[config.mk]
export PLATFORM = sky130hd
export DESIGN_NAME = histeq_div
export DESIGN_NICKNAME = d
export VERILOG_FILES = /design/src/histeq_pkg.sv /design/src/histeq_div.sv
export SDC_FILE = /design/constraint.sdc
export NUM_CORES = 1
export LEC_CHECK = 0
export ABC_AREA = 1
export BUFFER_PORTS_ARGS = -buffer_cell sky130_fd_sc_hd__buf_2
export CORE_MARGIN = 2
export CORE_UTILIZATION = 51
export CTS_BUF_LIST = sky130_fd_sc_hd__clkbuf_16
export DETAILED_ROUTE_END_ITERATION = 12
export HOLD_SLACK_MARGIN = 0.12
export PLACE_DENSITY = 0.71
export SLEW_MARGIN = 10
export SYNTH_ARGS = -nofsm -noshare
export SYNTH_HDL_FRONTEND = slang
export SYNTH_SLANG_ARGS = --single-unit
[constraint.sdc]
create_clock -name clk -period 5.1 [get_ports clk]
set_clock_uncertainty 0.2 [all_clocks]
set_input_delay 0.765 -clock clk [delete_from_list [all_inputs] [get_ports clk]]
set_output_delay 0.765 -clock clk [all_outputs]
set_load 0.05 [all_outputs]
[src/histeq_pkg.sv]
// Shared types and constants of the histogram equalizer.
package histeq_pkg;

	localparam int LEVELS = 256;
	localparam int LVL_W = $clog2(LEVELS);
	localparam int PIX_W = 8;
	localparam int CMD_W = 2;
	localparam int BIN_W = 22;
	localparam int MAP_W = 8;
	localparam int QUO_W = 8;
	localparam int STEP_W = $clog2(QUO_W);
	localparam int PROD_W = BIN_W + QUO_W;

	localparam longint unsigned MAX_PIXELS = 64'd4194303;
	localparam longint unsigned COUNT_MAX = (64'd1 << BIN_W) - 64'd1;
	localparam logic [BIN_W-1:0] COUNT_LIMIT =
		BIN_W'((MAX_PIXELS > COUNT_MAX) ? COUNT_MAX : MAX_PIXELS);

	typedef enum logic [CMD_W-1:0] {
		CMD_ACCUM = 2'd0,
		CMD_BUILD = 2'd1,
		CMD_REMAP = 2'd2,
		CMD_NONE  = 2'd3
	} cmd_t;

	typedef struct packed {
		logic              start;
		logic [PROD_W-1:0] dividend;
		logic [BIN_W-1:0]  divisor;
	} div_req_t;

	typedef struct packed {
		logic             done;
		logic [QUO_W-1:0] quotient;
	} div_rsp_t;

endpackage

[src/histeq_div.sv]
// Restoring divider that yields one quotient bit per cycle for the map build.
module histeq_div import histeq_pkg::*; (
	input  logic     clk,
	input  logic     arst_n,
	input  div_req_t req,
	output div_rsp_t rsp
);

	logic [PROD_W-1:0] rem_q;
	logic [BIN_W-1:0]  dvs_q;
	logic [QUO_W-1:0]  quo_q;
	logic [STEP_W-1:0] step_q;
	logic              run_q;
	logic              done_q;
	logic [PROD_W-1:0] shifted;
	logic              fits;

	// The quotient is known to fit in QUO_W bits, so the divisor starts
	// at its highest shift and walks down one position per cycle.
	assign shifted = {{(PROD_W-BIN_W){1'b0}}, dvs_q} << step_q;
	assign fits = (rem_q >= shifted);

	always_ff @(posedge clk or negedge arst_n) begin
		if (!arst_n) begin
			run_q <= 1'b0;
			done_q <= 1'b0;
			step_q <= '0;
		end else begin
			done_q <= run_q && (step_q == '0);
			if (req.start) begin
				run_q <= 1'b1;
				step_q <= STEP_W'(QUO_W - 1);
			end else if (run_q) begin
				if (step_q == '0) begin
					run_q <= 1'b0;
				end else begin
					step_q <= step_q - 1'b1;
				end
			end
		end
	end

	always_ff @(posedge clk) begin
		if (req.start) begin
			rem_q <= req.dividend;
			dvs_q <= req.divisor;
			quo_q <= '0;
		end else if (run_q) begin
			if (fits) begin
				rem_q <= rem_q - shifted;
			end
			quo_q <= {quo_q[QUO_W-2:0], fits};
		end
	end

	assign rsp.done = done_q;
	assign rsp.quotient = quo_q;

endmodule

# == Yosys cells after proc, flatten, opt, wreduce, memory -nomap -nowiden ==
# Cells that the tools add are included.
# word_totals
wordCells,26
register_bits,65
inputBits,55
output_inout_bits,9
# classes
shifts,1
order_cmp,1
n_reduce_logical,6
n_addsub,2
eq_ne,1
n_mux,9
# op_table
op,n
30-bit 2-to-1 mux,3
30-bit >= comparator,1
22-bit by 3-bit left shift with 30-bit output,1
30-bit subtractor,1
3-bit 2-to-1 mux,3
2-bit AND reduction,2
2-bit nonzero test,2
3-bit logical NOT,1
1-bit 2-to-1 mux,3
"3-bit by 1-bit subtractor with 3-bit output, second input constant",1
"2-bit != test, second input constant",1
1-bit logical AND,1

# == Logic depth before layout (Yosys ltp) ==
# Gate-level depths: netlist of the first run.
# logic_depth
depth_word,5
ltp_mapped,22
mapped_depth_nobuf,20

# == Worst setup path after synthesis of the first run ==
# Ideal clock, no wire load.
# synth_timing
kind,register to register
startpoint,register step_q[0]
endpoint,"register rem_q[0], enable pin"
setup_ns,0.387
required_time_ns,4.513
path_buffers,2
path_slack_ns,1.633
stages_incl_launch_ff,19
synth_period_minus_slack_ns,3.467
arrival_time_ns,2.880
cell_sequence,dfrtp_1 -> buf_2 -> inv_1 -> buf_2 -> nand2_1 -> nand3_1 -> o21ai_0 -> or2_2 -> ha_1 -> nand2_1 -> nor2_1 -> nand2_1 -> nand3_1 -> nand2_1 -> nand2_2 -> nand3_1 -> nand2_1 -> nand2_2 -> nand2_1
# synth_between
elab_chain_len,4
# synth_rtl
element,line_no,source
start: declaration,histeq_div.sv:12,logic [STEP_W-1:0] step_q;
start signal: assignment,histeq_div.sv:32,step_q <= STEP_W'(QUO_W - 1);
start signal: assignment,histeq_div.sv:37,step_q <= step_q - 1'b1;
22-bit by 3-bit left shift with 30-bit output,histeq_div.sv:20,"assign shifted = {{(PROD_W-BIN_W){1'b0}}, dvs_q} << step_q;"
30-bit >= comparator,histeq_div.sv:21,assign fits = (rem_q >= shifted);
2-bit nonzero test (no line),--,
2-bit AND reduction (no line),--,
end signal: assignment,histeq_div.sv:45,rem_q <= req.dividend;
end signal: assignment,histeq_div.sv:50,rem_q <= rem_q - shifted;
end: declaration,histeq_div.sv:9,logic [PROD_W-1:0] rem_q;
# No other way between the ends.
# A chain may end at the register's enable or synchronous reset.

# == Worst setup path after layout of the first run ==
# layout_timing
startpoint,register step_q[1]
endpoint,"register rem_q[0], enable pin"
# The elaborated chain is that of the path after synthesis.

==> insert_results.sql, run 1 <==
INSERT INTO impl_metrics (metric_group, metric, value, unit) VALUES
('worst_setup_path', 'crit_path_max_fanout', '34', ''),
('worst_setup_path', 'r2r-start', 'step_q[1]$_DFFE_PN0P_', ''),
('placement', 'post-place-ws', '1120', 'ps'),
('clock_network', 'clock_sinks', '65', ''),
('yosys', 'mappedNetlistArea', '5450', 'µm²'),
('finish', 'final_core_util', '59.3', '%'),
('timing', 'timing.max_slew.rel_slack', '25.9', '%'),
('pwr', 'power.switching_fraction', '48.2', '%'),
('floorplanning', 'io-pin-count', '64', ''),
('yosys', 'post-synth-top-count-cell', 'sky130_fd_sc_hd__nand2_1', ''),
('clock_network', 'insertion_delay', '340', 'ps'),
('clock_network', 'cts.repair.resized', '0', ''),
('timing', 'holdWs', '299', 'ps'),
('yosys', 'yosys_warnings', '0', ''),
('pwr', 'power_per_cell_area', '585', 'nW/µm²'),
('detailed_routing', 'detail_route.vias_per_cell', '5.15', ''),
('timing', 'setup_viol', '0', ''),
('yosys', 'post_synthesis_cell_count', '847', ''),
('placement', 'place.gp.congestion', '1.04', ''),
('yosys', 'synth_sequential_area_ratio', '33.9', '%'),
('pwr', 'share_seq_of_total_power', '24.2', '%'),
('run_status', 'run_status', 'completed', ''),
('worst_setup_path', 'worst_path_class_setup', 'reg -> reg', ''),
('pwr', 'p_comb_share', '58.9', '%'),
('placement', 'postPlaceCellArea', '5850', 'µm²'),
('placement', 'place.detailed.hpwl', '10700', 'µm'),
('finish', 'drive_above_1_share', '12.4', '%'),
('detailed_routing', 'drt-pass1-iter-count', '5', ''),
('clock_network', 'htree_num_levels', '3', ''),
('min_path', 'min_delay_path_depth', '2', ''),
('detailed_routing', 'routed-via-count', '5363', ''),
('clock_network', 'ctsRootBufferMaster', 'sky130_fd_sc_hd__clkbuf_16', ''),
('finish', 'antennaDiodeCount', '0', ''),
('pwr', 'p_int', '1.87', 'mW'),
('worst_setup_path', 'critPathRequiredTime', '4890', 'ps'),
('global_routing', 'initial_antenna_violation_count', '0', ''),
('finish', 'final_design_area_no_fill', '6150', 'µm²'),
('global_routing', 'met3_usage', '2.85', '%'),
('clock_network', 'cts_buffer_depth', '2', ''),
('yosys', 'syn-num-nets', '934', ''),
('floorplanning', 'core_area', '10400', 'µm²'),
('clock_network', 'cts_tree', 'built', ''),
('floorplanning', 'area_of_the_die', '11500', 'µm²'),
('yosys', 'post-synth-top-area-fraction', '28.6', '%'),
('detailed_routing', 'drt-initial-drc-count', '262', ''),
('min_path', 'hold_path.startpoint', 'quo_q[6]$_SDFFE_PP0P_', ''),
('global_routing', 'grt_first_pass_wirelength', '23200', 'µm'),
('yosys', 'synth_flop_cell', 'sky130_fd_sc_hd__edfxtp_1', ''),
('timing', 'fmax', '0.252', 'GHz'),
('pwr', 'totalPowerFinal', '3.60', 'mW'),
('timing', 'grt_setup_unrepaired', 'no', ''),
('timing', 'final_max_slew_viol_count', '0', ''),
('placement', 'place.detailed.instances', '1024', ''),
('floorplanning', 'chipWidth', '107', 'µm'),
('yosys', 'avgSynthCellArea', '6.44', 'µm²'),
('worst_setup_path', 'worstPathArrival', '3750', 'ps'),
('floorplanning', 'start_util', '52.6', '%'),
('floorplanning', 'die_height', '107', 'µm'),
('global_routing', 'grt_remaining_overflow', '0', ''),
('finish', 'layout.cells.non_filler', '1041', ''),
('global_routing', 'first_global_vias', '5056', ''),
('min_path', 'holdCritPathClass', 'reg -> reg', ''),
('flow_run', 'maxCapViolCount', '0', ''),
('yosys', 'synth.lib_cells_used.distinct', '37', ''),
('yosys', 'synth_top_area_cell', 'sky130_fd_sc_hd__edfxtp_1', ''),
('clock_network', 'tritoncts.num_buffers', '9', ''),
('pwr', 'power_switching', '1.73', 'mW'),
('detailed_routing', 'drt.antenna.violating_nets', '0', ''),
('timing', 'fin_tns_setup', '0', 'ps'),
('worst_setup_path', 'end_kind', 'flop', ''),
('worst_setup_path', 'worstRegToRegCells', '15', '');
power groups by stage:
stage	sequential (mW)	clock [mW]	combinational, mW
floorplan	0.857	0	1.60
global placement	0.875	0	2.04
detailed placement	0.880	0	2.08
CTS	0.869	0.612	2.09
global route	0.882	0.632	2.43
finish	0.871	0.607	2.12
metal layers:
| metal | vias up | routed length (µm) |
|---|---|---|
| li1 | 2779 | - |
| met1 | 2373 | 6460 |
| met2 | 185 | 6060 |
| met3 | 26 | 937 |
| met4 | 0 | 318 |
| met5 | - | 0 |
layout make-up:
cell class	instances	share of cell area [%]
multi-input cells	650	50.3
flip-flops and latches	65	30.0
inverters	106	6.47
repair buffers	68	5.78
clock buffers	10	4.07
well taps	136	2.77
clock inverters	6	0.631
cell usage in the layout (no fill, tap or decap), types with 3 or more instances in the layout:
master and instances:
sky130_fd_sc_hd__nor2_2 6, sky130_fd_sc_hd__ha_1 31, sky130_fd_sc_hd__and2_1 3, sky130_fd_sc_hd__or2_2 6
sky130_fd_sc_hd__dfxtp_1 8, sky130_fd_sc_hd__buf_2 63, sky130_fd_sc_hd__dfrtp_1 5, sky130_fd_sc_hd__nand2_2 9
sky130_fd_sc_hd__inv_1 104, sky130_fd_sc_hd__nor2_1 58, sky130_fd_sc_hd__a21oi_1 23, sky130_fd_sc_hd__buf_4 4
sky130_fd_sc_hd__o21ai_0 48, sky130_fd_sc_hd__nand3b_1 6, sky130_fd_sc_hd__edfxtp_1 52, sky130_fd_sc_hd__clkinv_2 3
sky130_fd_sc_hd__o21bai_1 4, sky130_fd_sc_hd__clkbuf_16 10, sky130_fd_sc_hd__nand2_1 377, sky130_fd_sc_hd__nand3_1 50
sky130_fd_sc_hd__xnor2_1 4, sky130_fd_sc_hd__nand4_1 5
critical path: stages (launching register included):
cell and delay, ps:
sky130_fd_sc_hd__dfrtp_1 530, sky130_fd_sc_hd__inv_1 660, sky130_fd_sc_hd__o21ai_0 250, sky130_fd_sc_hd__or2_2 320, sky130_fd_sc_hd__ha_1 370, sky130_fd_sc_hd__nand2_1 90, sky130_fd_sc_hd__nor2_1 100, sky130_fd_sc_hd__nand2_1 60
sky130_fd_sc_hd__nand3_1 130, sky130_fd_sc_hd__nand2_1 90, sky130_fd_sc_hd__nand2_2 100, sky130_fd_sc_hd__nand3_1 70, sky130_fd_sc_hd__nand2_1 90, sky130_fd_sc_hd__nand2_2 60, sky130_fd_sc_hd__nand2_1 70, sky130_fd_sc_hd__buf_4 420
state kept, by name, summed over array words and instances, names as in the netlist:
register	count
step_q	3
rem_q	30
dvs_q	22
run_q	1
quo_q	8
done_q	1
how the worst max path moves through the flow:
stage | start | end | slack, ps | cells after the start
after global placement | step_q[1]$_DFFE_PN0P_ | rem_q[7]$_DFFE_PP_ | 1240 | 13
final | step_q[1]$_DFFE_PN0P_ | rem_q[0]$_DFFE_PP_ | 1130 | 15
after CTS | step_q[1]$_DFFE_PN0P_ | rem_q[2]$_DFFE_PP_ | 1110 | 15
after floorplan | step_q[0]$_DFFE_PN0P_ | rem_q[0]$_DFFE_PP_ | 1630 | 18
after global routing | step_q[1]$_DFFE_PN0P_ | rem_q[10]$_DFFE_PP_ | 650 | 16
after detailed placement | step_q[1]$_DFFE_PN0P_ | rem_q[10]$_DFFE_PP_ | 1120 | 15
logic make-up (layout without fill, tap and decap cells):
| family | after synthesis | after routing | share of synthesized area [%] |
|---|---|---|---|
| muxes | 2 | 2 | 0.367 |
| AOI/OAI and AO/OA | 83 | 83 | 8.15 |
| buffers and inverters | 132 | 190 | 9.45 |
| DFF | 65 | 65 | 33.9 |
| adders and majority gates | 32 | 32 | 7.48 |
| and+or+nand+nor | 528 | 528 | 39.9 |
| xor gates and xnor gates | 5 | 5 | 0.803 |
timing repair:
action                                 4_1_cts  5_1_grt
setup buffers                                0        0
hold buffers                                 1        0
endpoints found under the hold margin        5        0
Note: power is estimated with default switching activity, not from simulation.
==> run 2, diff against run 1 <==
--- a/config.mk
+++ b/config.mk
@@ -12,7 +12,7 @@
 export CTS_BUF_LIST = sky130_fd_sc_hd__clkbuf_16
 export DETAILED_ROUTE_END_ITERATION = 12
 export HOLD_SLACK_MARGIN = 0.12
-export PLACE_DENSITY = 0.71
+export PLACE_DENSITY = 0.74
 export SLEW_MARGIN = 10
 export SYNTH_ARGS = -nofsm -noshare
 export SYNTH_HDL_FRONTEND = slang
==> constraint.sdc (replaced) <==
create_clock -name clk -period 3.55 [get_ports clk]
set_clock_uncertainty 0.2 [all_clocks]
set_input_delay 0.5325 -clock clk [delete_from_list [all_inputs] [get_ports clk]]
set_output_delay 0.5325 -clock clk [all_outputs]
set_load 0.05 [all_outputs]
==> run 2 against run 1 <==
  * Combinational power up 45%
  * Sequential power is 42% higher
  * Core utilization rose by 1.0 points
  * Via count fell by 1.5%
  * Design area increased by 1.7%
  * Sequential share of layout area decreased by 0.51 points
  * Clock power is 50% higher
  * Worst hold slack worse by 130 ps
  * Cell count grew 0.96%
  * Clock-buffer cell count increased by 1
  * Sequential cell count stayed put
  * Critical path type unchanged
==> insert_results.sql, run 2 (synthesis gave the netlist of run 1 again) <==
INSERT INTO impl_metrics (metric_group, metric, value, unit) VALUES
('run_status', 'run_status', 'completed', ''),
('detailed_routing', 'wl', '13700', 'µm'),
('floorplanning', 'start_util', '52.6', '%'),
('timing', 'fin_crit_sh', '90.5', '%'),
('global_routing', 'met3_usage', '3.33', '%'),
('detailed_routing', 'drcViolationCount', '0', ''),
('finish', 'regMostFlops', 'rem_q', ''),
('worst_setup_path', 'critical_path.n_buffers_inverters', '5', ''),
('floorplanning', 'chipWidth', '107', 'µm'),
('finish', 'final_nets', '997', ''),
('timing', 'minimum_clock_period', '3210', 'ps'),
('timing', 'final_max_slew_viol_count', '0', ''),
('floorplanning', 'die_height', '107', 'µm'),
('finish', 'largest_register_ffs', '30', ''),
('global_routing', 'initial_antenna_violation_count', '0', ''),
('placement', 'place.detailed.hpwl', '10700', 'µm'),
('global_routing', 'grt_util_all_layers', '24.8', '%'),
('placement', 'buffer_ports.inserted', '63', ''),
('timing', 'setup_viol', '0', ''),
('worst_setup_path', 'worst_path_most_repeated_cell', 'sky130_fd_sc_hd__nand2_1', ''),
('clock_network', 'clock_sinks', '65', ''),
('worst_setup_path', 'critical_path_s_largest_stage_delay', '390', 'ps'),
('detailed_routing', 'drt-initial-drc-count', '317', ''),
('clock_network', 'cts_buffer_depth', '2', ''),
('finish', 'layout.cells.most_common', 'sky130_fd_sc_hd__nand2_1', ''),
('clock_network', 'ctsRootBufferMaster', 'sky130_fd_sc_hd__clkbuf_16', ''),
('finish', 'final_core_util', '60.3', '%'),
('finish', 'final_cell_mix', 'sky130_fd_sc_hd__nand2_1 (376), sky130_fd_sc_hd__inv_1 (104), sky130_fd_sc_hd__buf_2 (63)', ''),
('timing', 'grt_setup_unrepaired', 'no', ''),
('worst_setup_path', 'timing.critical_path.depth', '22', ''),
('detailed_routing', 'detail_route.wl_per_cell', '13.0', 'µm'),
('worst_setup_path', 'crit_path_max_fanout', '12', ''),
('worst_setup_path', 'startpoint_type', 'flop', ''),
('floorplanning', 'io-pin-count', '64', ''),
('worst_setup_path', 'worstRegToRegCells', '22', ''),
('timing', 'timing.max_slew.rel_slack', '53.5', '%'),
('global_routing', 'grt_first_pass_wirelength', '22400', 'µm'),
('worst_setup_path', 'worstPathArrival', '3100', 'ps'),
('floorplanning', 'area_of_the_die', '11500', 'µm²'),
('global_routing', 'first_global_vias', '4901', ''),
('timing', 'final_hold_viol_count', '0', ''),
('worst_setup_path', 'path_cells', 'inv_1 > buf_4 > nand2_1 > nand2_1 > inv_1 > nand2_1 > o21ai_0 > nand2_1 > o21ai_0 > ha_1 > buf_4 > nand2_1 > nand2_1 > nand2_1 > nand2_1 > a21oi_1 > nand2_2 > nand3_1 > nand2_1 > nand2_2 > nand2_2 > buf_4', ''),
('finish', 'reg.largest.list', 'rem_q: 30 flops, dvs_q: 22 flops, quo_q: 8 flops', ''),
('worst_setup_path', 'timing.critical_path.max_delay_family', 'simple AND/OR/NAND/NOR gates', ''),
('global_routing', 'grt_util_met2', '40.3', '%'),
('worst_setup_path', 'worst_path_class_setup', 'reg -> reg', ''),
('worst_setup_path', 'end_kind', 'flop', ''),
('detailed_routing', 'drt.antenna.violating_nets', '0', ''),
('pwr', 'power_per_cell_area', '838', 'nW/µm²'),
('finish', 'final-seq-area', '1850', 'µm²'),
('clock_network', 'cts_tree', 'built', ''),
('timing', 'worst_slew_pin_slew', '697', 'ps'),
('finish', 'antennaDiodeCount', '0', ''),
('pwr', 'static_leakage', '3.35', 'nW'),
('clock_network', 'insertion_delay', '330', 'ps'),
('finish', 'drive_above_1_share', '13.4', '%'),
('floorplanning', 'core_area', '10400', 'µm²'),
('flow_run', 'maxCapViolCount', '0', ''),
('global_routing', 'globalRouteMet1Util', '34.6', '%'),
('floorplanning', 'num_rows', '37', ''),
('global_routing', 'globalRoute.busiestLayer', 'met2', ''),
('min_path', 'min_delay_path_depth', '1', ''),
('worst_setup_path', 'critPathSlowestCell', 'sky130_fd_sc_hd__dfrtp_1', ''),
('finish', 'multi_input_comb_area', '3090', 'µm²'),
('detailed_routing', 'routed-via-count', '5280', ''),
('min_path', 'holdCritPathClass', 'in -> reg', ''),
('placement', 'place.gp.congestion', '0.980', ''),
('pwr', 'vdd_drop_max', '0.352', 'mV'),
('global_routing', 'grt_start_max_net_pins', '65', ''),
('detailed_routing', 'drt-pass1-iter-count', '5', ''),
('worst_setup_path', 'critPathRequiredTime', '3440', 'ps'),
('timing', 'fmax', '0.311', 'GHz'),
('finish', 'area_growth_syn_to_layout', '14.7', '%'),
('finish', 'nFillCells', '1024', ''),
('detailed_routing', 'detail_route.vias_per_cell', '5.02', ''),
('clock_network', 'htree_num_levels', '3', ''),
('clock_network', 'tritoncts.num_buffers', '9', ''),
('timing', 'fin_tns_setup', '0', 'ps'),
('global_routing', 'grt_remaining_overflow', '0', ''),
('clock_network', 'clk_transition_reported_paths', '60', 'ps');
## run 2: cell count changes in the layout (fill, tap and decap cells not counted), sizes merged
cell	delta
buf	+10
clkinv	-3
inv	+2
clkbuf	+1
## run 2: metal layers
layer | up-vias | part of all wire (%) | routed length [µm]
li1 | 2802 | - | -
met1 | 2312 | 47 | 6490
met2 | 146 | 45 | 6110
met3 | 20 | 6.3 | 860
met4 | 0 | 1.8 | 244
met5 | - | 0 | 0
## run 2: where the power goes
part,switching (mW),internal [mW],total [mW]
Combinational,2.00,1.08,3.08
Sequential,0.120,1.12,1.24
Clock,0.355,0.558,0.913
## run 2: layout make-up
cell class                      count  area share [%]
Timing Repair Buffer               78            7.08
Tap cell                          136            2.72
Clock inverter                      5           0.480
Sequential cell                    65            29.5
Multi-Input combinational cell    650            49.4
Clock buffer                       11            4.40
Inverter                          106            6.36
## run 2: through the flow
| step | hold WS (ps) | worst slack (ps) | power, mW | area (µm²) | cells |
|---|---|---|---|---|---|
| 3_5_place_dp | 166 | 228 | 4.24 | 5910 | 1032 |
| 6_report | 170 | 336 | 5.24 | 6260 | 1051 |
| 4_1_cts | 164 | 210 | 5.17 | 6230 | 1049 |
| 2_1_floorplan | 36.9 | 82.6 | 3.54 | 5450 | 847 |
| 3_3_place_gp | 167 | 297 | 4.21 | 5910 | 1032 |
| 5_1_grt | 166 | 13.4 | 5.72 | 6260 | 1051 |
## run 2: final timing paths
path                                       start                    end  slack [ps]
max reg2reg                step_q[0]$_DFFE_PN0P_    rem_q[22]$_DFFE_PP_         340
min reg2reg                quo_q[2]$_SDFFE_PP0P_  quo_q[3]$_SDFFE_PP0P_         310
max                        step_q[0]$_DFFE_PN0P_    rem_q[22]$_DFFE_PP_         340
min in group asynchronous                 arst_n       done_q$_DFF_PN0_         360
min                                      req[19]    dvs_q[19]$_DFFE_PP_         170
max in group asynchronous                 arst_n        run_q$_DFF_PN0_        2640
## run 2: worst register-to-register path: stages, from the launching register on
cell                      delay, ps
sky130_fd_sc_hd__dfrtp_1        390
sky130_fd_sc_hd__inv_1           80
sky130_fd_sc_hd__buf_4          170
sky130_fd_sc_hd__nand2_1         60
sky130_fd_sc_hd__nand2_1         50
sky130_fd_sc_hd__inv_1           50
sky130_fd_sc_hd__nand2_1         40
sky130_fd_sc_hd__o21ai_0        110
sky130_fd_sc_hd__nand2_1         80
sky130_fd_sc_hd__o21ai_0        140
sky130_fd_sc_hd__ha_1           390
sky130_fd_sc_hd__buf_4          150
sky130_fd_sc_hd__nand2_1         50
sky130_fd_sc_hd__nand2_1         70
sky130_fd_sc_hd__nand2_1         60
sky130_fd_sc_hd__nand2_1         80
sky130_fd_sc_hd__a21oi_1        160
sky130_fd_sc_hd__nand2_2         90
sky130_fd_sc_hd__nand3_1         70
sky130_fd_sc_hd__nand2_1         80
sky130_fd_sc_hd__nand2_2         90
sky130_fd_sc_hd__nand2_2         80
sky130_fd_sc_hd__buf_4          220
## run 2: repair_timing
| item | 4_1_cts | 5_1_grt |
|---|---|---|
| resized for setup | 0 | 4 |
| setup endpoints to repair | 0 | 30 |
| buffers inserted | 0 | 2 |
| hold buffers | 1 | 0 |
| hold endpoints to repair | 5 | 0 |
